**src/design/ppbc_pkg.sv**
```systemverilog
// types and constants of the ping-pong buffer controller
`default_nettype none
package ppbc_pkg;

  // field widths
  localparam int unsigned PORT_W  = 2;
  localparam int unsigned LINE_W  = 9;
  localparam int unsigned MASK_W  = 4;
  localparam int unsigned BUF_W   = 2;
  localparam int unsigned KIND_W  = 2;
  localparam int unsigned NBUF    = 4;
  localparam int unsigned DATA_W  = 32;
  localparam int unsigned PADDR_W = 5;
  localparam int unsigned RIDX_W  = 3;

  // input opcodes
  localparam logic OP_START = 1'b0;
  localparam logic OP_DONE  = 1'b1;

  // engine port of the dsp side
  localparam logic [PORT_W-1:0] DSP_PORT = 2'd1;

  // register indexes
  localparam logic [RIDX_W-1:0] REG_NET_PORT  = 3'd0;
  localparam logic [RIDX_W-1:0] REG_FWD_FIRST = 3'd1;
  localparam logic [RIDX_W-1:0] REG_FWD_LAST  = 3'd2;
  localparam logic [RIDX_W-1:0] REG_REV_FIRST = 3'd3;
  localparam logic [RIDX_W-1:0] REG_REV_LAST  = 3'd4;

  // register reset values
  localparam logic [PORT_W-1:0] NET_PORT_RST  = 2'd2;
  localparam logic [LINE_W-1:0] FWD_FIRST_RST = 9'd10;
  localparam logic [LINE_W-1:0] FWD_LAST_RST  = 9'd509;
  localparam logic [LINE_W-1:0] REV_FIRST_RST = 9'd5;
  localparam logic [LINE_W-1:0] REV_LAST_RST  = 9'd504;

  typedef enum logic [1:0] {
    PH_EMPTY     = 2'd0,
    PH_FILLING   = 2'd1,
    PH_FULL      = 2'd2,
    PH_EMPTYING  = 2'd3
  } phase_t;

  typedef enum logic [KIND_W-1:0] {
    CMD_CLEAR = 2'd0,
    CMD_RECV  = 2'd1,
    CMD_SEND  = 2'd2
  } cmd_t;

  typedef enum logic [2:0] {
    BK_IDLE   = 3'd0,
    BK_START0 = 3'd1,
    BK_START1 = 3'd2,
    BK_CLR    = 3'd3,
    BK_RECV   = 3'd4,
    BK_SEND   = 3'd5
  } back_state_t;

  // configuration seen by the back end
  typedef struct packed {
    logic [PORT_W-1:0] net_port;
    logic [LINE_W-1:0] fwd_first_line;
    logic [LINE_W-1:0] fwd_last_line;
    logic [LINE_W-1:0] rev_first_line;
    logic [LINE_W-1:0] rev_last_line;
  } cfg_t;

  // classified item in the queue
  typedef struct packed {
    logic              is_start;
    logic [MASK_W-1:0] mask;
  } item_t;

  // queue head toward the back end
  typedef struct packed {
    logic  valid;
    item_t item;
  } q_head_t;

  // one buffer-manager command
  typedef struct packed {
    cmd_t              cmd_kind;
    logic [BUF_W-1:0]  buf_index;
    logic [PORT_W-1:0] port_sel;
    logic [LINE_W-1:0] first_line;
    logic [LINE_W-1:0] end_line;
    logic              last_cmd;
  } cmd_pay_t;

endpackage
`default_nettype wire

```
**src/design/ppbc_if.sv**
```systemverilog
// channel interfaces for items and commands
`default_nettype none
interface ppbc_in_if;
  import ppbc_pkg::*;
  logic              valid;
  logic              ready;
  logic              opcode;
  logic [MASK_W-1:0] done_mask;
  modport source (output valid, output opcode, output done_mask, input ready);
  modport sink   (input valid, input opcode, input done_mask, output ready);
endinterface

interface ppbc_out_if;
  import ppbc_pkg::*;
  logic              valid;
  logic              ready;
  logic [KIND_W-1:0] cmd_kind;
  logic [BUF_W-1:0]  buf_index;
  logic [PORT_W-1:0] port_sel;
  logic [LINE_W-1:0] first_line;
  logic [LINE_W-1:0] end_line;
  logic              last_cmd;
  modport source (output valid, output cmd_kind, output buf_index, output port_sel,
                  output first_line, output end_line, output last_cmd, input ready);
  modport sink   (input valid, input cmd_kind, input buf_index, input port_sel,
                  input first_line, input end_line, input last_cmd, output ready);
endinterface
`default_nettype wire

```
**src/design/ppbc_cfg_regs.sv**
```systemverilog
// apb-style configuration registers
`default_nettype none
module ppbc_cfg_regs (
  input  logic                         clk,
  input  logic                         rst_n,
  input  logic                         psel,
  input  logic                         penable,
  input  logic                         pwrite,
  input  logic [ppbc_pkg::PADDR_W-1:0] paddr,
  input  logic [ppbc_pkg::DATA_W-1:0]  pwdata,
  output logic [ppbc_pkg::DATA_W-1:0]  prdata,
  output logic                         pready,
  output ppbc_pkg::cfg_t               cfg
);
  import ppbc_pkg::*;

  cfg_t              cfg_r;
  logic              wr_en;
  logic [RIDX_W-1:0] ridx;

  assign pready = 1'b1;
  assign ridx   = paddr[PADDR_W-1:2];
  assign wr_en  = psel && penable && pwrite;
  assign cfg    = cfg_r;

  // register writes
  always_ff @(posedge clk) begin
    if (!rst_n) begin
      cfg_r.net_port       <= NET_PORT_RST;
      cfg_r.fwd_first_line <= FWD_FIRST_RST;
      cfg_r.fwd_last_line  <= FWD_LAST_RST;
      cfg_r.rev_first_line <= REV_FIRST_RST;
      cfg_r.rev_last_line  <= REV_LAST_RST;
    end else if (wr_en) begin
      unique case (ridx)
        REG_NET_PORT:  cfg_r.net_port       <= pwdata[PORT_W-1:0];
        REG_FWD_FIRST: cfg_r.fwd_first_line <= pwdata[LINE_W-1:0];
        REG_FWD_LAST:  cfg_r.fwd_last_line  <= pwdata[LINE_W-1:0];
        REG_REV_FIRST: cfg_r.rev_first_line <= pwdata[LINE_W-1:0];
        REG_REV_LAST:  cfg_r.rev_last_line  <= pwdata[LINE_W-1:0];
        default: ;
      endcase
    end
  end

  // read mux
  always_comb begin
    prdata = '0;
    unique case (ridx)
      REG_NET_PORT:  prdata = DATA_W'(cfg_r.net_port);
      REG_FWD_FIRST: prdata = DATA_W'(cfg_r.fwd_first_line);
      REG_FWD_LAST:  prdata = DATA_W'(cfg_r.fwd_last_line);
      REG_REV_FIRST: prdata = DATA_W'(cfg_r.rev_first_line);
      REG_REV_LAST:  prdata = DATA_W'(cfg_r.rev_last_line);
      default:       prdata = '0;
    endcase
  end

endmodule
`default_nettype wire

```
**src/design/ppbc_front.sv**
```systemverilog
// front end: accepts items, drops empty completions, queues the rest
`default_nettype none
module ppbc_front #(
  parameter int unsigned DEPTH = 4
) (
  input  logic              clk,
  input  logic              rst_n,
  ppbc_in_if.sink           in_ch,
  input  logic              pop,
  output ppbc_pkg::q_head_t head
);
  import ppbc_pkg::*;

  localparam int unsigned AW = (DEPTH > 1) ? $clog2(DEPTH) : 1;
  localparam int unsigned CW = $clog2(DEPTH + 1);

  item_t         mem_r [DEPTH];
  logic [AW-1:0] wr_ptr_r, wr_ptr_nxt;
  logic [AW-1:0] rd_ptr_r, rd_ptr_nxt;
  logic [CW-1:0] count_r, count_nxt;
  logic          accept;
  logic          push;
  logic          do_pop;
  item_t         in_item;

  // classify the incoming item
  assign in_item.is_start = (in_ch.opcode == OP_START);
  assign in_item.mask     = in_ch.done_mask;

  assign in_ch.ready = (count_r != CW'(DEPTH));
  assign accept      = in_ch.valid && in_ch.ready;
  assign push        = accept && (in_item.is_start || (in_item.mask != '0));
  assign do_pop      = pop && (count_r != '0);

  assign head.valid = (count_r != '0);
  assign head.item  = mem_r[rd_ptr_r];

  // pointer and count update
  always_comb begin
    wr_ptr_nxt = wr_ptr_r;
    rd_ptr_nxt = rd_ptr_r;
    count_nxt  = count_r;
    if (push) begin
      wr_ptr_nxt = (wr_ptr_r == AW'(DEPTH - 1)) ? '0 : wr_ptr_r + 1'b1;
    end
    if (do_pop) begin
      rd_ptr_nxt = (rd_ptr_r == AW'(DEPTH - 1)) ? '0 : rd_ptr_r + 1'b1;
    end
    if (push && !do_pop) begin
      count_nxt = count_r + 1'b1;
    end else if (!push && do_pop) begin
      count_nxt = count_r - 1'b1;
    end
  end

  always_ff @(posedge clk) begin
    if (!rst_n) begin
      wr_ptr_r <= '0;
      rd_ptr_r <= '0;
      count_r  <= '0;
    end else begin
      wr_ptr_r <= wr_ptr_nxt;
      rd_ptr_r <= rd_ptr_nxt;
      count_r  <= count_nxt;
    end
  end

  // queue storage
  always_ff @(posedge clk) begin
    if (push) begin
      mem_r[wr_ptr_r] <= in_item;
    end
  end

endmodule
`default_nettype wire

```
**src/design/ppbc_back.sv**
```systemverilog
// back end: buffer state, command sequencing and output register
`default_nettype none
module ppbc_back (
  input  logic              clk,
  input  logic              rst_n,
  input  ppbc_pkg::cfg_t    cfg,
  input  ppbc_pkg::q_head_t head,
  output logic              pop,
  ppbc_out_if.source        out_ch
);
  import ppbc_pkg::*;

  back_state_t       state_r, state_nxt;
  phase_t            phase_r [NBUF];
  phase_t            phase_nxt [NBUF];
  logic              dsp_rx_waiting_r, dsp_rx_waiting_nxt;
  logic              net_tx_free_r, net_tx_free_nxt;
  logic              net_rx_waiting_r, net_rx_waiting_nxt;
  logic              dsp_tx_free_r, dsp_tx_free_nxt;
  logic [MASK_W-1:0] mask_r;
  logic [MASK_W-1:0] mask_rest;
  logic [BUF_W-1:0]  cur_b;
  logic              do_recv_r, do_send_r, fwd_r;
  logic [BUF_W-1:0]  recv_b_r, send_b_r;
  logic              do_recv_c, do_send_c;
  logic [BUF_W-1:0]  recv_b_c, send_b_c;
  logic              out_valid_r;
  cmd_pay_t          out_pay_r;
  cmd_pay_t          emit_pay;
  logic              can_emit;
  logic              emit;
  logic              clr_fire;

  assign can_emit  = !out_valid_r || out_ch.ready;
  assign mask_rest = mask_r & (mask_r - 1'b1);

  // lowest pending buffer
  always_comb begin
    priority if (mask_r[0]) cur_b = 2'd0;
    else if (mask_r[1])     cur_b = 2'd1;
    else if (mask_r[2])     cur_b = 2'd2;
    else                    cur_b = 2'd3;
  end

  // next state
  always_comb begin
    state_nxt = state_r;
    unique case (state_r)
      BK_IDLE: begin
        if (head.valid) state_nxt = head.item.is_start ? BK_START0 : BK_CLR;
      end
      BK_START0: begin
        if (can_emit) state_nxt = BK_START1;
      end
      BK_START1: begin
        if (can_emit) state_nxt = BK_IDLE;
      end
      BK_CLR: begin
        if (can_emit) begin
          priority if (do_recv_c)    state_nxt = BK_RECV;
          else if (do_send_c)        state_nxt = BK_SEND;
          else if (mask_rest != '0)  state_nxt = BK_CLR;
          else                       state_nxt = BK_IDLE;
        end
      end
      BK_RECV: begin
        if (can_emit) begin
          priority if (do_send_r) state_nxt = BK_SEND;
          else if (mask_r != '0)  state_nxt = BK_CLR;
          else                    state_nxt = BK_IDLE;
        end
      end
      BK_SEND: begin
        if (can_emit) state_nxt = (mask_r != '0) ? BK_CLR : BK_IDLE;
      end
      default: state_nxt = BK_IDLE;
    endcase
  end

  // outputs of the sequencer
  always_comb begin
    pop      = 1'b0;
    emit     = 1'b0;
    clr_fire = 1'b0;
    emit_pay = '{cmd_kind: CMD_CLEAR, buf_index: '0, port_sel: '0,
                 first_line: '0, end_line: '0, last_cmd: 1'b0};
    unique case (state_r)
      BK_IDLE: begin
        pop = head.valid;
      end
      BK_START0: begin
        emit                = can_emit;
        emit_pay.cmd_kind   = CMD_RECV;
        emit_pay.buf_index  = 2'd0;
        emit_pay.port_sel   = DSP_PORT;
        emit_pay.first_line = cfg.fwd_first_line;
        emit_pay.end_line   = cfg.fwd_last_line;
      end
      BK_START1: begin
        emit                = can_emit;
        emit_pay.cmd_kind   = CMD_RECV;
        emit_pay.buf_index  = 2'd2;
        emit_pay.port_sel   = cfg.net_port;
        emit_pay.first_line = cfg.rev_first_line;
        emit_pay.end_line   = cfg.rev_last_line;
        emit_pay.last_cmd   = 1'b1;
      end
      BK_CLR: begin
        emit               = can_emit;
        clr_fire           = can_emit;
        emit_pay.buf_index = cur_b;
        emit_pay.last_cmd  = !do_recv_c && !do_send_c && (mask_rest == '0);
      end
      BK_RECV: begin
        emit                = can_emit;
        emit_pay.cmd_kind   = CMD_RECV;
        emit_pay.buf_index  = recv_b_r;
        emit_pay.port_sel   = fwd_r ? DSP_PORT : cfg.net_port;
        emit_pay.first_line = fwd_r ? cfg.fwd_first_line : cfg.rev_first_line;
        emit_pay.end_line   = fwd_r ? cfg.fwd_last_line : cfg.rev_last_line;
        emit_pay.last_cmd   = !do_send_r && (mask_r == '0);
      end
      BK_SEND: begin
        emit                = can_emit;
        emit_pay.cmd_kind   = CMD_SEND;
        emit_pay.buf_index  = send_b_r;
        emit_pay.port_sel   = fwd_r ? cfg.net_port : DSP_PORT;
        emit_pay.first_line = fwd_r ? cfg.fwd_first_line : cfg.rev_first_line;
        emit_pay.end_line   = fwd_r ? cfg.fwd_last_line : cfg.rev_last_line;
        emit_pay.last_cmd   = (mask_r == '0);
      end
      default: ;
    endcase
  end

  // buffer state update, one lane per buffer
  always_comb begin
    logic wt, fr, rc, sd, wt_n, fr_n;
    phase_nxt          = phase_r;
    dsp_rx_waiting_nxt = dsp_rx_waiting_r;
    net_tx_free_nxt    = net_tx_free_r;
    net_rx_waiting_nxt = net_rx_waiting_r;
    dsp_tx_free_nxt    = dsp_tx_free_r;
    do_recv_c          = 1'b0;
    do_send_c          = 1'b0;
    recv_b_c           = '0;
    send_b_c           = '0;
    for (int b = 0; b < NBUF; b++) begin
      wt = (b < 2) ? dsp_rx_waiting_r : net_rx_waiting_r;
      fr = (b < 2) ? net_tx_free_r : dsp_tx_free_r;
      if (phase_r[b] == PH_FILLING) begin
        // finished fill: refill partner if empty, send if transmitter free
        rc   = (phase_r[b ^ 1] == PH_EMPTY);
        sd   = fr;
        wt_n = rc ? wt : 1'b1;
        fr_n = sd ? 1'b0 : fr;
      end else begin
        // finished drain: refill if receiver waits, send partner if full
        rc   = wt;
        sd   = (phase_r[b ^ 1] == PH_FULL);
        wt_n = 1'b0;
        fr_n = sd ? fr : 1'b1;
      end
      if (cur_b == BUF_W'(b)) begin
        do_recv_c = rc;
        do_send_c = sd;
        recv_b_c  = (phase_r[b] == PH_FILLING) ? BUF_W'(b ^ 1) : BUF_W'(b);
        send_b_c  = (phase_r[b] == PH_FILLING) ? BUF_W'(b) : BUF_W'(b ^ 1);
        if (clr_fire) begin
          if (phase_r[b] == PH_FILLING) begin
            phase_nxt[b]     = sd ? PH_EMPTYING : PH_FULL;
            phase_nxt[b ^ 1] = rc ? PH_FILLING : phase_r[b ^ 1];
          end else begin
            phase_nxt[b]     = rc ? PH_FILLING : PH_EMPTY;
            phase_nxt[b ^ 1] = sd ? PH_EMPTYING : phase_r[b ^ 1];
          end
          if (b < 2) begin
            dsp_rx_waiting_nxt = wt_n;
            net_tx_free_nxt    = fr_n;
          end else begin
            net_rx_waiting_nxt = wt_n;
            dsp_tx_free_nxt    = fr_n;
          end
        end
      end
    end
    // start item reopens both receive chains
    if (pop && head.item.is_start) begin
      phase_nxt[0]       = PH_FILLING;
      phase_nxt[1]       = PH_EMPTY;
      phase_nxt[2]       = PH_FILLING;
      phase_nxt[3]       = PH_EMPTY;
      dsp_rx_waiting_nxt = 1'b0;
      net_rx_waiting_nxt = 1'b0;
      net_tx_free_nxt    = 1'b1;
      dsp_tx_free_nxt    = 1'b1;
    end
  end

  // control registers
  always_ff @(posedge clk) begin
    if (!rst_n) begin
      state_r          <= BK_IDLE;
      for (int b = 0; b < NBUF; b++) phase_r[b] <= PH_EMPTY;
      dsp_rx_waiting_r <= 1'b0;
      net_tx_free_r    <= 1'b0;
      net_rx_waiting_r <= 1'b0;
      dsp_tx_free_r    <= 1'b0;
      mask_r           <= '0;
      out_valid_r      <= 1'b0;
    end else begin
      state_r          <= state_nxt;
      phase_r          <= phase_nxt;
      dsp_rx_waiting_r <= dsp_rx_waiting_nxt;
      net_tx_free_r    <= net_tx_free_nxt;
      net_rx_waiting_r <= net_rx_waiting_nxt;
      dsp_tx_free_r    <= dsp_tx_free_nxt;
      if (pop) begin
        mask_r <= head.item.is_start ? '0 : head.item.mask;
      end else if (clr_fire) begin
        mask_r <= mask_rest;
      end
      if (emit) begin
        out_valid_r <= 1'b1;
      end else if (out_ch.ready) begin
        out_valid_r <= 1'b0;
      end
    end
  end

  // per-buffer command plan and output payload
  always_ff @(posedge clk) begin
    if (clr_fire) begin
      do_recv_r <= do_recv_c;
      do_send_r <= do_send_c;
      recv_b_r  <= recv_b_c;
      send_b_r  <= send_b_c;
      fwd_r     <= !cur_b[1];
    end
    if (emit) begin
      out_pay_r <= emit_pay;
    end
  end

  assign out_ch.valid      = out_valid_r;
  assign out_ch.cmd_kind   = out_pay_r.cmd_kind;
  assign out_ch.buf_index  = out_pay_r.buf_index;
  assign out_ch.port_sel   = out_pay_r.port_sel;
  assign out_ch.first_line = out_pay_r.first_line;
  assign out_ch.end_line   = out_pay_r.end_line;
  assign out_ch.last_cmd   = out_pay_r.last_cmd;

endmodule
`default_nettype wire

```
**src/design/ping_pong_buffer_controller_top.sv**
```systemverilog
// top level of the ping-pong buffer controller
// Controls two ping-pong buffer pairs (0/1 dsp receive to network, 2/3 network
// receive to dsp) and turns start and completion items into buffer-manager
// commands, at most one command per cycle on out_ch. The front end accepts
// one item per cycle, while the queue is not full, into a QUEUE_DEPTH-entry
// queue while the back end works; the back end picks up an item, then a start
// item gives 2 commands and a completion item gives 1 to 3 commands per set
// mask bit. A completion item with an empty mask is accepted and gives no
// command. Registers: net_port at 0x00, fwd_first_line 0x04, fwd_last_line
// 0x08, rev_first_line 0x0c, rev_last_line 0x10; write them only while no
// command is pending. QUEUE_DEPTH range 2..32.
`default_nettype none
module ping_pong_buffer_controller_top #(
  parameter int unsigned QUEUE_DEPTH = 4
) (
  input  logic                         clk,
  input  logic                         rst_n,
  ppbc_in_if.sink                      in_ch,
  ppbc_out_if.source                   out_ch,
  input  logic                         psel,
  input  logic                         penable,
  input  logic                         pwrite,
  input  logic [ppbc_pkg::PADDR_W-1:0] paddr,
  input  logic [ppbc_pkg::DATA_W-1:0]  pwdata,
  output logic [ppbc_pkg::DATA_W-1:0]  prdata,
  output logic                         pready
);
  import ppbc_pkg::*;

  cfg_t    cfg;
  q_head_t head;
  logic    pop;

  // configuration registers
  ppbc_cfg_regs u_cfg (
    .clk     (clk),
    .rst_n   (rst_n),
    .psel    (psel),
    .penable (penable),
    .pwrite  (pwrite),
    .paddr   (paddr),
    .pwdata  (pwdata),
    .prdata  (prdata),
    .pready  (pready),
    .cfg     (cfg)
  );

  // item intake and queue
  ppbc_front #(
    .DEPTH (QUEUE_DEPTH)
  ) u_front (
    .clk   (clk),
    .rst_n (rst_n),
    .in_ch (in_ch),
    .pop   (pop),
    .head  (head)
  );

  // buffer state and command sequencer
  ppbc_back u_back (
    .clk    (clk),
    .rst_n  (rst_n),
    .cfg    (cfg),
    .head   (head),
    .pop    (pop),
    .out_ch (out_ch)
  );

endmodule
`default_nettype wire

```
**src/flat_wrapper.sv**
```systemverilog
// flat-port wrapper written by rule: the top's interface ports become plain ports
module ping_pong_buffer_controller_top_flat import ppbc_pkg::*;
#(
  parameter int unsigned QUEUE_DEPTH = 4
)
  (clk, rst_n, psel, penable, pwrite, paddr, pwdata, prdata, pready, in_ch_valid, in_ch_opcode, in_ch_done_mask, in_ch_ready, out_ch_valid, out_ch_cmd_kind, out_ch_buf_index, out_ch_port_sel, out_ch_first_line, out_ch_end_line, out_ch_last_cmd, out_ch_ready);
  ppbc_in_if in_ch_i ();
  ppbc_out_if out_ch_i ();
  input  logic clk;
  input  logic rst_n;
  input  logic psel;
  input  logic penable;
  input  logic pwrite;
  input  logic [ppbc_pkg::PADDR_W-1:0] paddr;
  input  logic [ppbc_pkg::DATA_W-1:0] pwdata;
  output logic [ppbc_pkg::DATA_W-1:0] prdata;
  output logic pready;
  input wire logic [$bits(in_ch_i.valid)-1:0] in_ch_valid;
  input wire logic [$bits(in_ch_i.opcode)-1:0] in_ch_opcode;
  input wire logic [$bits(in_ch_i.done_mask)-1:0] in_ch_done_mask;
  output wire logic [$bits(in_ch_i.ready)-1:0] in_ch_ready;
  output wire logic [$bits(out_ch_i.valid)-1:0] out_ch_valid;
  output wire logic [$bits(out_ch_i.cmd_kind)-1:0] out_ch_cmd_kind;
  output wire logic [$bits(out_ch_i.buf_index)-1:0] out_ch_buf_index;
  output wire logic [$bits(out_ch_i.port_sel)-1:0] out_ch_port_sel;
  output wire logic [$bits(out_ch_i.first_line)-1:0] out_ch_first_line;
  output wire logic [$bits(out_ch_i.end_line)-1:0] out_ch_end_line;
  output wire logic [$bits(out_ch_i.last_cmd)-1:0] out_ch_last_cmd;
  input wire logic [$bits(out_ch_i.ready)-1:0] out_ch_ready;
  assign in_ch_i.valid = in_ch_valid;
  assign in_ch_i.opcode = in_ch_opcode;
  assign in_ch_i.done_mask = in_ch_done_mask;
  assign in_ch_ready = in_ch_i.ready;
  assign out_ch_valid = out_ch_i.valid;
  assign out_ch_cmd_kind = out_ch_i.cmd_kind;
  assign out_ch_buf_index = out_ch_i.buf_index;
  assign out_ch_port_sel = out_ch_i.port_sel;
  assign out_ch_first_line = out_ch_i.first_line;
  assign out_ch_end_line = out_ch_i.end_line;
  assign out_ch_last_cmd = out_ch_i.last_cmd;
  assign out_ch_i.ready = out_ch_ready;
  ping_pong_buffer_controller_top #(.QUEUE_DEPTH(QUEUE_DEPTH)) u_core (.clk(clk), .rst_n(rst_n), .in_ch(in_ch_i), .out_ch(out_ch_i), .psel(psel), .penable(penable), .pwrite(pwrite), .paddr(paddr), .pwdata(pwdata), .prdata(prdata), .pready(pready));
endmodule
```
**config.mk**
```make
export PLATFORM = sky130hd
export DESIGN_NAME = ping_pong_buffer_controller_top_flat
export DESIGN_NICKNAME = d
export VERILOG_FILES = /design/src/design/ppbc_pkg.sv /design/src/design/ppbc_if.sv /design/src/design/ppbc_cfg_regs.sv /design/src/design/ppbc_front.sv /design/src/design/ppbc_back.sv /design/src/design/ping_pong_buffer_controller_top.sv /design/src/flat_wrapper.sv
export SDC_FILE = /design/constraint.sdc
export NUM_CORES = 1
export LEC_CHECK = 0
export BUFFER_PORTS_ARGS = -buffer_cell sky130_fd_sc_hd__buf_2
export CAP_MARGIN = 25
export CORE_UTILIZATION = 50
export DETAILED_ROUTE_END_ITERATION = 8
export PLACE_DENSITY = 0.76
export SKIP_LAST_GASP = 1
export SYNTH_ARGS = -nofsm -noshare
export SYNTH_HDL_FRONTEND = slang
export SYNTH_SLANG_ARGS = --single-unit
```
**constraint.sdc**
```tcl
create_clock -name clk -period 2.86 [get_ports clk]
set_input_delay 0.286 -clock clk [delete_from_list [all_inputs] [get_ports clk]]
set_output_delay 0.286 -clock clk [all_outputs]
set_load 0.005 [all_outputs]
```
==> results.md, run 1 <==
- Clock latency of the later-clocked register in the worst-skew pair: 0.42 ns
- Yosys cell types: 68
- Vias after detailed routing: 4492
- Count of maximum capacitance violations: 0
- Core area: 11000 um2
- Max Fanout on Critical Path: 7
- Cell class contributing the biggest share of worst-path delay: adder cells
- Slowest cell delay on critical path: 0.44 ns
- Internal Dissipation: 0.00420 W
- Count of fill cells added during filler insertion: 897
- First drt pass iteration count: 6
- Portion of total power attributed to sequential cells: 38.1%
- Multiplexer share of the synthesized area: 9.36%
- Crit start category: flop
- Ordered cell list for the critical path: nor2_1, nand2_1, nand2_1, a21oi_1, buf_4, ha_1, inv_1, fa_1, xor2_1, or3_1, a21oi_1
- Total cell area at the placement stage: 6080 um2
- Setup repair after global routing missed its margin: false
- Cell accounting for the most synthesized area: sky130_fd_sc_hd__edfxtp_1
- Maximum clock frequency: 436 MHz
- IR Drop Worst-Case VDD: 0.532 mV
- Number of gates given a new drive strength after cts: 0
- First-pass GRT wire length: 20600 um
- Fraction of synthesized cell area in xor and xnor cells: 0.918%
- Setup violations, final: 0
- Post-CTS setup-driven buffer insertion count: 0
- Initial core utilization: 52.1%
- Buffer and inverter count on the worst path: 2
- Vias in the first global route: 4166
- Detail Placement HPWL: 8700 um
- Total of warnings raised by yosys: 0
- Sw frac: 31.0%
- Run status: finished, final reports clean
- Area fraction in compound gates after synthesis: 15.8%
- CTS H-Tree Depth: 4
- Net switching power: 0.00189 W
- Type of the most critical hold path: in -> reg
- Pin slew with the least headroom to its limit: 0.770 ns
- DRC violations left: 0
- Required time worst endpoint: 3.21 ns
- Antenna diode count: 0
- Average vias per placed instance: 5.79
- Synth Area in Adders: 1.66%
- Portion of synthesized cell area occupied by the leading cell type: 26.2%
- Initial detailed-routing violation count: 367
- Number of buffers added by the clock tree synthesis step: 17
- Total number of clock tree sinks: 117
- All-Layer GR Usage: 23.3%
- EDFF count, synth: 50
- Post-DR wirelength/cell: 16.6 um
- Primary FF master, synth: sky130_fd_sc_hd__dfxtp_1
- Clk Tree Root Cell: sky130_fd_sc_hd__clkbuf_16
- Leakage dissipation: 2.72 nW
- Clock slew at the register clock pins of the worst setup and hold paths: 0.06 ns
- Number of nets with antenna violations after detailed routing: 0
- Slowest cell on the critical path: sky130_fd_sc_hd__fa_1
- Most frequent cell after synthesis: sky130_fd_sc_hd__dfxtp_1
- Top cell types by occurrence after synthesis: sky130_fd_sc_hd__dfxtp_1 (67), sky130_fd_sc_hd__nand2_1 (54), sky130_fd_sc_hd__nor2_1 (51)
- Number of synthesized register bits: 117
- Post-Synthesis Mean Instance Area: 10.2 um2
- Area of the die: 11900 um2
- Fraction of registers with async set/reset: 0%
- Area contributors post-synth: sky130_fd_sc_hd__edfxtp_1 (26%), sky130_fd_sc_hd__dfxtp_1 (23%), sky130_fd_sc_hd__mux2i_1 (7.0%)
- Final design instance area without fill: 6660 um2
- TritonCTS clock tree: built
- Power share of the clock group: 33.8%
- Post-Route Skew: 0.00856 ns
- Arrival time reported for the critical path endpoint: 2.64 ns
- Hold Buf Count CTS: 0
- Critical path endpoint category: flop
- Main combinational cell family by area after synthesis: compound AO/OA/AOI/OAI gates
- CTS Buffer Depth: 2
- Std-Cell Rows: 38
- Initial antenna violation count: 0
- IO Pins: 109
- Worst-case headroom to the max-slew limit: 48.6%
- Horizontal die dimension: 109 um
- Area growth syn-to-layout: 16.3%
- Setup total negative slack: 0 ns
- Share of cells above drive strength 1: 18.9%
- Final Wtd Congestion: 0.881
- Buffers added on ports: 59
- Die Y-Extent: 109 um
- Max Transition Viols Final: 0
- Simple-gate area share of the yosys netlist: 15.8%
- Final Hold Fails: 0
- Synthesized instance count: 562
- Number of nets in the finished design: 679
- Tcrit/Tclk final: 80.2%
- Power per cell area: 915 nW/um2
- Sequential cell area fraction in the yosys report: 49.7%
- Pin count of the biggest net entering global routing: 26
- Post-layout min period: 2.29 ns
- Final wirelength: 12900 um
- Post-synthesis instance area: 5720 um2
- Combinational share of power: 28.1%
- Worst setup path class: reg -> reg
- Grt total ovfl: 0
sequential cells by signal (all words and copies together), names as in the netlist, 3 cells and up, named ones only:
signal and flops:
u_core.u_cfg.cfg 38, u_core.u_front.mem_r 20, u_core.u_back.out_ch.end_line 9, u_core.u_back.out_ch.first_line 9, u_core.u_back.phase_r 8, u_core.u_back.mask_r 4
u_core.u_back.state_r 3, u_core.u_front.count_r 3
kinds of logic after synthesis:
kind of cell,Yosys count
AOI/OAI and AO/OA,130
xor gates and xnor gates,6
adders and majority gates,7
buffers and inverters,70
DFF,117
muxes,47
other,2
and+or+nand+nor,183
per-layer routing:
| layer | wire (um) | vias to the layer above | track usage [%] |
|---|---|---|---|
| li1 | - | 2124 | - |
| met1 | 5520 | 2127 | 30.6 |
| met2 | 6010 | 208 | 35.9 |
| met3 | 995 | 33 | 6.34 |
| met4 | 337 | 0 | 10.1 |
| met5 | 0 | - | 0 |
power by group through the flow:
stage / logic [W] / clock network (W) / registers (W)
after floorplan: 0.00120 / 0 / 0.00230
after detailed placement: 0.00169 / 0 / 0.00235
after CTS: 0.00170 / 0.00209 / 0.00232
after global routing: 0.00190 / 0.00216 / 0.00236
final: 0.00171 / 0.00206 / 0.00232
after global placement: 0.00163 / 0 / 0.00234
layout make-up:
class	count	area, um2	area share [%]
Sequential cell	117	2840	42.7
Inverter	15	56.3	0.846
Multi-Input combinational cell	397	2590	38.9
Clock buffer	20	437	6.56
Tap cell	140	175	2.63
Timing Repair Buffer	75	415	6.24
Clock inverter	12	138	2.07
placed cells by master (no fill, tap or decap), drive strengths merged, types with 5 or more instances in the layout:
cell and instances:
ha 6, nand2b 14, nor2 52, nand2 54, clkinv 7, and2 6
a22o 18, mux4 5, clkbuf 20, dfxtp 67, o22ai 12, edfxtp 50
nor3 10, a31oi 10, buf 75, inv 14, conb 24, o21ai 15
mux2i 40, a22oi 11, nand3 17, a21oi 30, a211oi 5, nor2b 9
through the flow:
step / total power, W / hold WS (ns) / utilization, % / cells / setup WS [ns]
finish: 0.00609 / 0.101 / 60.6 / 776 / 0.566
detailed placement: 0.00404 / 0.476 / 55.4 / 744 / 0.563
CTS: 0.00611 / 0.0894 / 60.6 / 776 / 0.554
global placement: 0.00397 / 0.466 / 55.4 / 744 / 0.676
global route: 0.00642 / 0.101 / 60.6 / 776 / 0.450
floorplan: 0.00350 / 0.385 / - / 584 / 0.527
worst paths after layout:
check	from	end	slack (ns)	cells past startpoint
max	u_core.u_front.count_r[0]	u_core.u_front.count_r[2]	0.57	11
min	in_ch_done_mask[2]	u_core.u_front.mem_r[0][2]	0.10	1
max reg2reg	u_core.u_front.count_r[0]	u_core.u_front.count_r[2]	0.57	11
min reg2reg	u_core.u_cfg.cfg[22]	u_core.u_cfg.cfg[22]	0.48	2
Power figures use the tool's default switching activity.
==> inputs of run 2 (changes only) <==
- clock period: 2.86 -> 1.8 ns (I/O delays scaled with it)
==> run 2 against run 1 <==
Global-route usage up 1.9 points. Hold slack worse by 0.081 ns. Clock power up 50%. Sequential power up 59%. Core utilization up 6.8 points. Die area unchanged. Register-to-register slack worse by 0.73 ns. Final area up 11%. Largest power group is now combinational cells. Combinational power up 120%. Highest routed layer unchanged. Flip-flop and latch count unchanged. The flow now finishes with violations (negative setup slack).
==> results.md, run 2 (synthesized netlist as in run 1, its figures left out) <==
- Final wirelength: 14400 um (+12%)
- Max FFs per register: 38 (unchanged)
- Clock latency of the later-clocked register in the worst-skew pair: 0.41 ns (about the same)
- TritonCTS clock tree: built
- Post-Route Skew: 0.00919 ns (+0.000628 ns)
- Net switching power: 0.00341 W (+81%)
- Power share of the clock group: 29.5% (-4.3 points)
- Leakage dissipation: 3.10 nW (+14%)
- Final design instance area without fill: 7400 um2 (+11%)
- Post-layout min period: 1.96 ns (-0.332 ns)
- Number of nets in the finished design: 749 (+10%)
- Type of the most critical hold path: in -> reg
- IR Drop Worst-Case VDD: 1.02 mV (+91%)
- Area growth syn-to-layout: 29.3%
- Tcrit/Tclk final: 109% (+29 points)
- Setup repair after global routing missed its margin: true
- Power per cell area: 1420 nW/um2 (+55%)
- Horizontal die dimension: 109 um (unchanged)
- Worst-case headroom to the max-slew limit: 61.5% (+13 points)
- Initial core utilization: 52.1% (unchanged)
- Clock slew at the register clock pins of the worst setup and hold paths: 0.06 ns (about the same)
- Average vias per placed instance: 5.68 (-1.8%)
- Internal Dissipation: 0.00706 W (+68%)
- Maximum clock frequency: 510 MHz (+17%)
- Non-filler cells in the finished layout: 846 (+9.0%)
- IO Pins: 109 (unchanged)
- Number of buffers added by the clock tree synthesis step: 17 (unchanged)
- Setup violations, final: 2 (+2)
- DRC violations left: 0 (unchanged)
- Area of the die: 11900 um2 (unchanged)
- All-Layer GR Usage: 25.1% (+1.9 points)
- Initial detailed-routing violation count: 371 (+1.1%)
- CTS H-Tree Depth: 4 (unchanged)
- Max Fanout on Critical Path: 4 (-3)
- Combinational share of power: 35.4% (+7.3 points)
- Initial antenna violation count: 0 (unchanged)
- First-pass GRT wire length: 22700 um (+9.8%)
- Worst setup path class: reg -> reg
- Crit start category: flop
- Antenna diode count: 0 (unchanged)
- Total number of clock tree sinks: 117 (unchanged)
- Count of fill cells added during filler insertion: 804 (-10%)
- Violations in the final reports: negative setup slack
- Vias after detailed routing: 4808 (+7.0%)
- Required time worst endpoint: 2.13 ns (-1.08 ns)
- Run status: complete, but fails checks
- Post-DR wirelength/cell: 17.0 um (+2.7%)
- Detail Placement HPWL: 9730 um (+12%)
- Pin slew with the least headroom to its limit: 0.573 ns (-0.197 ns)
- Worst hold slack: 0.0200 ns (-0.0809 ns)
- Commonest non-fill, non-tap cell in the layout: sky130_fd_sc_hd__buf_4
- Buffers added on ports: 59 (unchanged)
- Final Hold Fails: 0 (unchanged)
- Sw frac: 32.6% (+1.5 points)
- CTS Buffer Depth: 2 (unchanged)
- Core area: 11000 um2 (unchanged)
- Grt total ovfl: 0 (unchanged)
- Pin count of the biggest net entering global routing: 27 (+3.8%)
- First drt pass iteration count: 5 (-1)
- Std-Cell Rows: 38 (unchanged)
- Commonest cells after routing, fill and taps aside: sky130_fd_sc_hd__buf_4 (75), sky130_fd_sc_hd__buf_2 (60), sky130_fd_sc_hd__dfxtp_1 (58)
- Vias in the first global route: 4636 (+11%)
- Final worst setup slack: -0.162 ns (-0.728 ns)
- Share of cells above drive strength 1: 32.2% (+13 points)
- Total cell area at the placement stage: 6660 um2 (+9.6%)
- Final Wtd Congestion: 0.874 (-0.86%)
- Portion of total power attributed to sequential cells: 35.1% (-3.0 points)
- Count of maximum capacitance violations: 0 (unchanged)
- Inst Count DP: 806 (+8.3%)
- Critical path endpoint category: flop
- Clk Tree Root Cell: sky130_fd_sc_hd__clkbuf_16
- Arrival time reported for the critical path endpoint: 2.30 ns (-0.34 ns)
- Max Transition Viols Final: 0 (unchanged)
- Die Y-Extent: 109 um (unchanged)
- Number of nets with antenna violations after detailed routing: 0 (unchanged)
## run 2: cell types whose count changed in the layout (fill, tap and decap cells not counted), moves of 3 or more
cell,before,now
sky130_fd_sc_hd__clkinvlp_4,3,7
sky130_fd_sc_hd__nand2_1,54,50
sky130_fd_sc_hd__nand2b_1,13,10
sky130_fd_sc_hd__nand2_2,0,4
sky130_fd_sc_hd__buf_6,0,5
sky130_fd_sc_hd__dfxtp_1,67,58
sky130_fd_sc_hd__buf_12,0,5
sky130_fd_sc_hd__buf_4,16,75
sky130_fd_sc_hd__dfxtp_4,0,4
sky130_fd_sc_hd__dfxtp_2,0,5
## run 2: power groups by stage
stage / Clock [W] / Sequential (W) / Combinational (W)
6_report: 0.00309 / 0.00368 / 0.00371
5_1_grt: 0.00324 / 0.00372 / 0.00400
4_1_cts: 0.00312 / 0.00366 / 0.00353
3_5_place_dp: 0 / 0.00369 / 0.00343
3_3_place_gp: 0 / 0.00367 / 0.00330
2_1_floorplan: 0 / 0.00368 / 0.00203
## run 2: stage by stage
stage	power (W)	setup slack [ns]	util, %	TNS, ns
after floorplan	0.00571	-0.339	-	-8.92
after global placement	0.00697	-0.156	60.7	-0.591
after detailed placement	0.00712	-0.290	60.7	-1.06
after CTS	0.0103	-0.163	66.4	-0.207
after global routing	0.0110	-0.243	67.4	-0.424
final	0.0105	-0.162	67.4	-0.241
## run 2: path summary, 6_finish.rpt
kind,start,to,slack [ns],cells past startpoint
worst max-delay path,u_core.u_front.count_r[0],u_core.u_front.count_r[2],-0.16,10
worst min-delay path,in_ch_done_mask[3],u_core.u_front.mem_r[3][3],0.02,1
worst max register to register,u_core.u_front.count_r[0],u_core.u_front.count_r[2],-0.16,10
worst min register to register,u_core.u_cfg.cfg[19],u_core.u_cfg.cfg[19],0.48,2
## run 2: routing by layer
| layer | global-route usage, % | wire length [um] | up-vias |
|---|---|---|---|
| li1 | - | - | 2264 |
| met1 | 32.9 | 6050 | 2294 |
| met2 | 39.9 | 6980 | 225 |
| met3 | 6.69 | 1130 | 25 |
| met4 | 9.17 | 235 | 0 |
| met5 | 0 | 0 | - |
## run 2: critical path, cell delays in order, from the launching register on
cell	delay [ns]
sky130_fd_sc_hd__dfxtp_4	0.37
sky130_fd_sc_hd__nor2_1	0.05
sky130_fd_sc_hd__nand2_1	0.09
sky130_fd_sc_hd__nand2_2	0.07
sky130_fd_sc_hd__a21oi_4	0.15
sky130_fd_sc_hd__ha_4	0.15
sky130_fd_sc_hd__inv_1	0.05
sky130_fd_sc_hd__fa_2	0.34
sky130_fd_sc_hd__xor2_1	0.15
sky130_fd_sc_hd__or3_1	0.31
sky130_fd_sc_hd__a21oi_1	0.14
## run 2: what timing repair did
action                                 in CTS  in global routing
endpoints found under the hold margin       0                  0
setup endpoints to repair                   7                 16
resized for setup                          21                 20
buffers inserted                            2                  5
pin swaps                                   5                  9
cloned                                      0                  1
hold buffers                                0                  0
## run 2: cell type report
cell class              instances  area [um2]  share of cell area (%)
well taps                     140         175                    2.37
clock inverters                14         114                    1.54
clock buffers                  18         429                    5.80
flip-flops and latches        117        2860                    38.7
repair buffers                145        1020                    13.8
inverters                      15        56.3                   0.761
multi-input cells             397        2740                    37.1
==> inputs of run 3 (changes only) <==
- CORE_UTILIZATION: 50 -> 52
- CTS_BUF_LIST: default -> sky130_fd_sc_hd__clkbuf_4 sky130_fd_sc_hd__clkbuf_8
- PLACE_DENSITY: 0.76 -> 0.79
==> run 3 against run 2 <==
The flow still finishes with violations (negative setup slack). Critical endpoint unchanged. Die area is 3.8% lower. Flip-flop and latch count did not move. Global-route usage is 1.2 points higher. Clock skew decreased by 0.0011 ns. Highest routed layer unchanged. Routed wire length grew 1.5%. Clock power is 26% lower. Core utilization grew 3.6 points. First-iteration DRC count is 9.2% higher. Sequential share of layout area fell by 0.19 points. Critical path type unchanged. Non-clock buffer count up 25.
==> results.md, run 3 (synthesized netlist as in run 1, its figures left out) <==
- Worst hold slack: 0.0494 ns (+0.0294 ns)
- DRC violations left: 0 (unchanged)
- Maximum clock frequency: 534 MHz (+4.8%)
- Worst r2r dst: u_core.u_front.count_r[2]
- Commonest non-fill, non-tap cell in the layout: sky130_fd_sc_hd__buf_4
- Leakage dissipation: 3.15 nW (+1.6%)
- Pin slew with the least headroom to its limit: 0.570 ns (-0.00273 ns)
- Post-DR wirelength/cell: 16.9 um (-0.92%)
- Type of the most critical hold path: in -> reg
- Setup violations, final: 2 (unchanged)
- Worst Setup SP: u_core.u_front.count_r[1]
- Tcrit/Tclk final: 104% (-5.0 points)
- Commonest cells after routing, fill and taps aside: sky130_fd_sc_hd__buf_4 (90), sky130_fd_sc_hd__buf_2 (60), sky130_fd_sc_hd__dfxtp_1 (54)
- Worst min-delay path endpoint: u_core.u_cfg.cfg[19]
- Worst-case headroom to the max-slew limit: 61.6% (+0.18 points)
- Crit start category: flop
- Initial core utilization: 54.5% (+2.4 points)
- Critical path endpoint category: flop
- Reg-to-reg startpoint: u_core.u_front.count_r[1]
- Clock slew at the register clock pins of the worst setup and hold paths: 0.07 ns (about the same)
- Power per cell area: 1330 nW/um2 (-5.7%)
- Initial antenna violation count: 0 (unchanged)
- Vias after detailed routing: 4945 (+2.8%)
- IR Drop Worst-Case VDD: 0.951 mV (-6.6%)
- Pin count of the biggest net entering global routing: 27 (unchanged)
- Violations in the final reports: negative setup slack
- Antenna diode count: 0 (unchanged)
- First drt pass iteration count: 6 (+1)
- Final worst setup slack: -0.0719 ns (+0.0897 ns)
- Clock latency of the later-clocked register in the worst-skew pair: 0.43 ns (+0.02 ns)
- Die Y-Extent: 107 um (-1.9%)
- Max Transition Viols Final: 0 (unchanged)
- Setup total negative slack: -0.118 ns (+0.123 ns)
- IO Pins: 109 (unchanged)
- Number of cells on the worst reg-to-reg path: 10 (unchanged)
- Post-layout min period: 1.87 ns (-0.0897 ns)
- Std-Cell Rows: 37 (-2.6%)
- Initial detailed-routing violation count: 405 (+9.2%)
- Worst setup path class: reg -> reg
- Number of buffers added by the clock tree synthesis step: 17 (unchanged)
- Grt total ovfl: 0 (unchanged)
- Horizontal die dimension: 107 um (-1.9%)
- Required time worst endpoint: 2.16 ns (+0.03 ns)
- CTS Buffer Depth: 2 (unchanged)
- Total number of clock tree sinks: 117 (unchanged)
- Number of nets in the finished design: 774 (+3.3%)
- Count of maximum capacitance violations: 0 (unchanged)
- Clk Tree Root Cell: sky130_fd_sc_hd__clkbuf_8
- Setup slack of the most critical reg-to-reg path: -0.07 ns (+0.09 ns)
- Max FFs per register: 38 (unchanged)
- Vias in the first global route: 4781 (+3.1%)
- Final wirelength: 14600 um (+1.5%)
- Area of the die: 11400 um2 (-3.8%)
- Max Fanout on Critical Path: 3 (-1)
- Final Wtd Congestion: 0.855 (-2.2%)
- Post-Route Skew: 0.00812 ns (-0.00107 ns)
- Number of stages on the worst hold path: 3 (+2)
- Core area: 10500 um2 (-4.3%)
- Number of nets with antenna violations after detailed routing: 0 (unchanged)
- Setup repair after global routing missed its margin: true
- All-Layer GR Usage: 26.3% (+1.2 points)
- First-pass GRT wire length: 23100 um (+2.0%)
- Area growth syn-to-layout: 30.3%
- Final Hold Fails: 0 (unchanged)
- Run status: complete, but fails checks
- Average vias per placed instance: 5.70 (+0.36%)
- Buffers added on ports: 59 (unchanged)
- Share of cells above drive strength 1: 35.2% (+3.0 points)
- Detail Placement HPWL: 10100 um (+4.2%)
- Startpoint of the most critical hold path: pwdata[1]
- Arrival time reported for the critical path endpoint: 2.23 ns (-0.07 ns)
- CTS H-Tree Depth: 4 (unchanged)
- TritonCTS clock tree: built
[run 3: cell count changes in the layout (fill, tap and decap cells not counted), sizes merged]
| cell | delta |
|---|---|
| buf | +18 |
| dlygate4sd3 | +7 |
| clkinvlp | -4 |
| clkbuf | +2 |
| clkinv | +2 |
| bufinv | +1 |
| inv | -1 |
[run 3: metrics by stage]
stage	instances	utilization, %	setup WS, ns	area, um2	total power, W
detailed placement	814	63.9	-0.224	6710	0.00719
CTS	858	69.1	-0.112	7260	0.00963
global placement	814	63.9	-0.166	6710	0.00704
floorplan	584	-	-0.339	5870	0.00571
global route	867	70.9	-0.139	7460	0.0104
finish	867	70.9	-0.0719	7460	0.00995
[run 3: how the worst max path moves through the flow]
stage                     slack [ns]                                 to  cells past startpoint
after global placement         -0.17          u_core.u_front.count_r[2]                      9
after detailed placement       -0.22          u_core.u_front.count_r[2]                     10
after floorplan                -0.34  u_core.u_back.out_ch.buf_index[0]                      3
after global routing           -0.14          u_core.u_front.count_r[2]                     10
after CTS                      -0.11          u_core.u_front.count_r[2]                     10
final                          -0.07          u_core.u_front.count_r[2]                     10
[run 3: repair_timing]
item	in CTS	in global routing
endpoints found under the hold margin	15	0
gates resized for setup	23	39
buffers inserted	5	9
gates cloned	0	1
setup endpoints to repair	6	16
hold buffers	7	0
pin swaps	14	15
[run 3: per-layer routing]
| metal | vias up | GRT usage, % | wire length (um) |
|---|---|---|---|
| met4 | 0 | 12.2 | 371 |
| li1 | 2319 | - | - |
| met5 | - | 0 | 0 |
| met2 | 269 | 41.8 | 6950 |
| met1 | 2323 | 33.7 | 5930 |
| met3 | 34 | 6.44 | 1350 |
[run 3: final cells by class]
cell class                      instances  area [um2]
Sequential cell                       117        2870
Inverter                               15        56.3
Clock inverter                         12         114
Clock buffer                           20         256
Tap cell                              136         170
Multi-Input combinational cell        397        2780
Fill cell                             737        3050
Timing Repair Buffer                  170        1210
[run 3: where the power goes]
part | total (W) | switching, W | leakage (nW) | internal (W)
logic | 0.00398 | 0.00199 | 1.94 | 0.00199
clock network | 0.00228 | 0.00104 | 0.185 | 0.00125
registers | 0.00369 | 0.000282 | 1.02 | 0.00341
[run 3: critical path: stages (launching register included)]
cell and delay [ns]:
sky130_fd_sc_hd__dfxtp_2 0.37, sky130_fd_sc_hd__nor2_2 0.05, sky130_fd_sc_hd__nand2_2 0.07, sky130_fd_sc_hd__nand2_2 0.06, sky130_fd_sc_hd__a21oi_4 0.15, sky130_fd_sc_hd__ha_4 0.16, sky130_fd_sc_hd__inv_2 0.04, sky130_fd_sc_hd__fa_2 0.33
sky130_fd_sc_hd__xor2_1 0.15, sky130_fd_sc_hd__or3_1 0.30, sky130_fd_sc_hd__a21oi_1 0.13
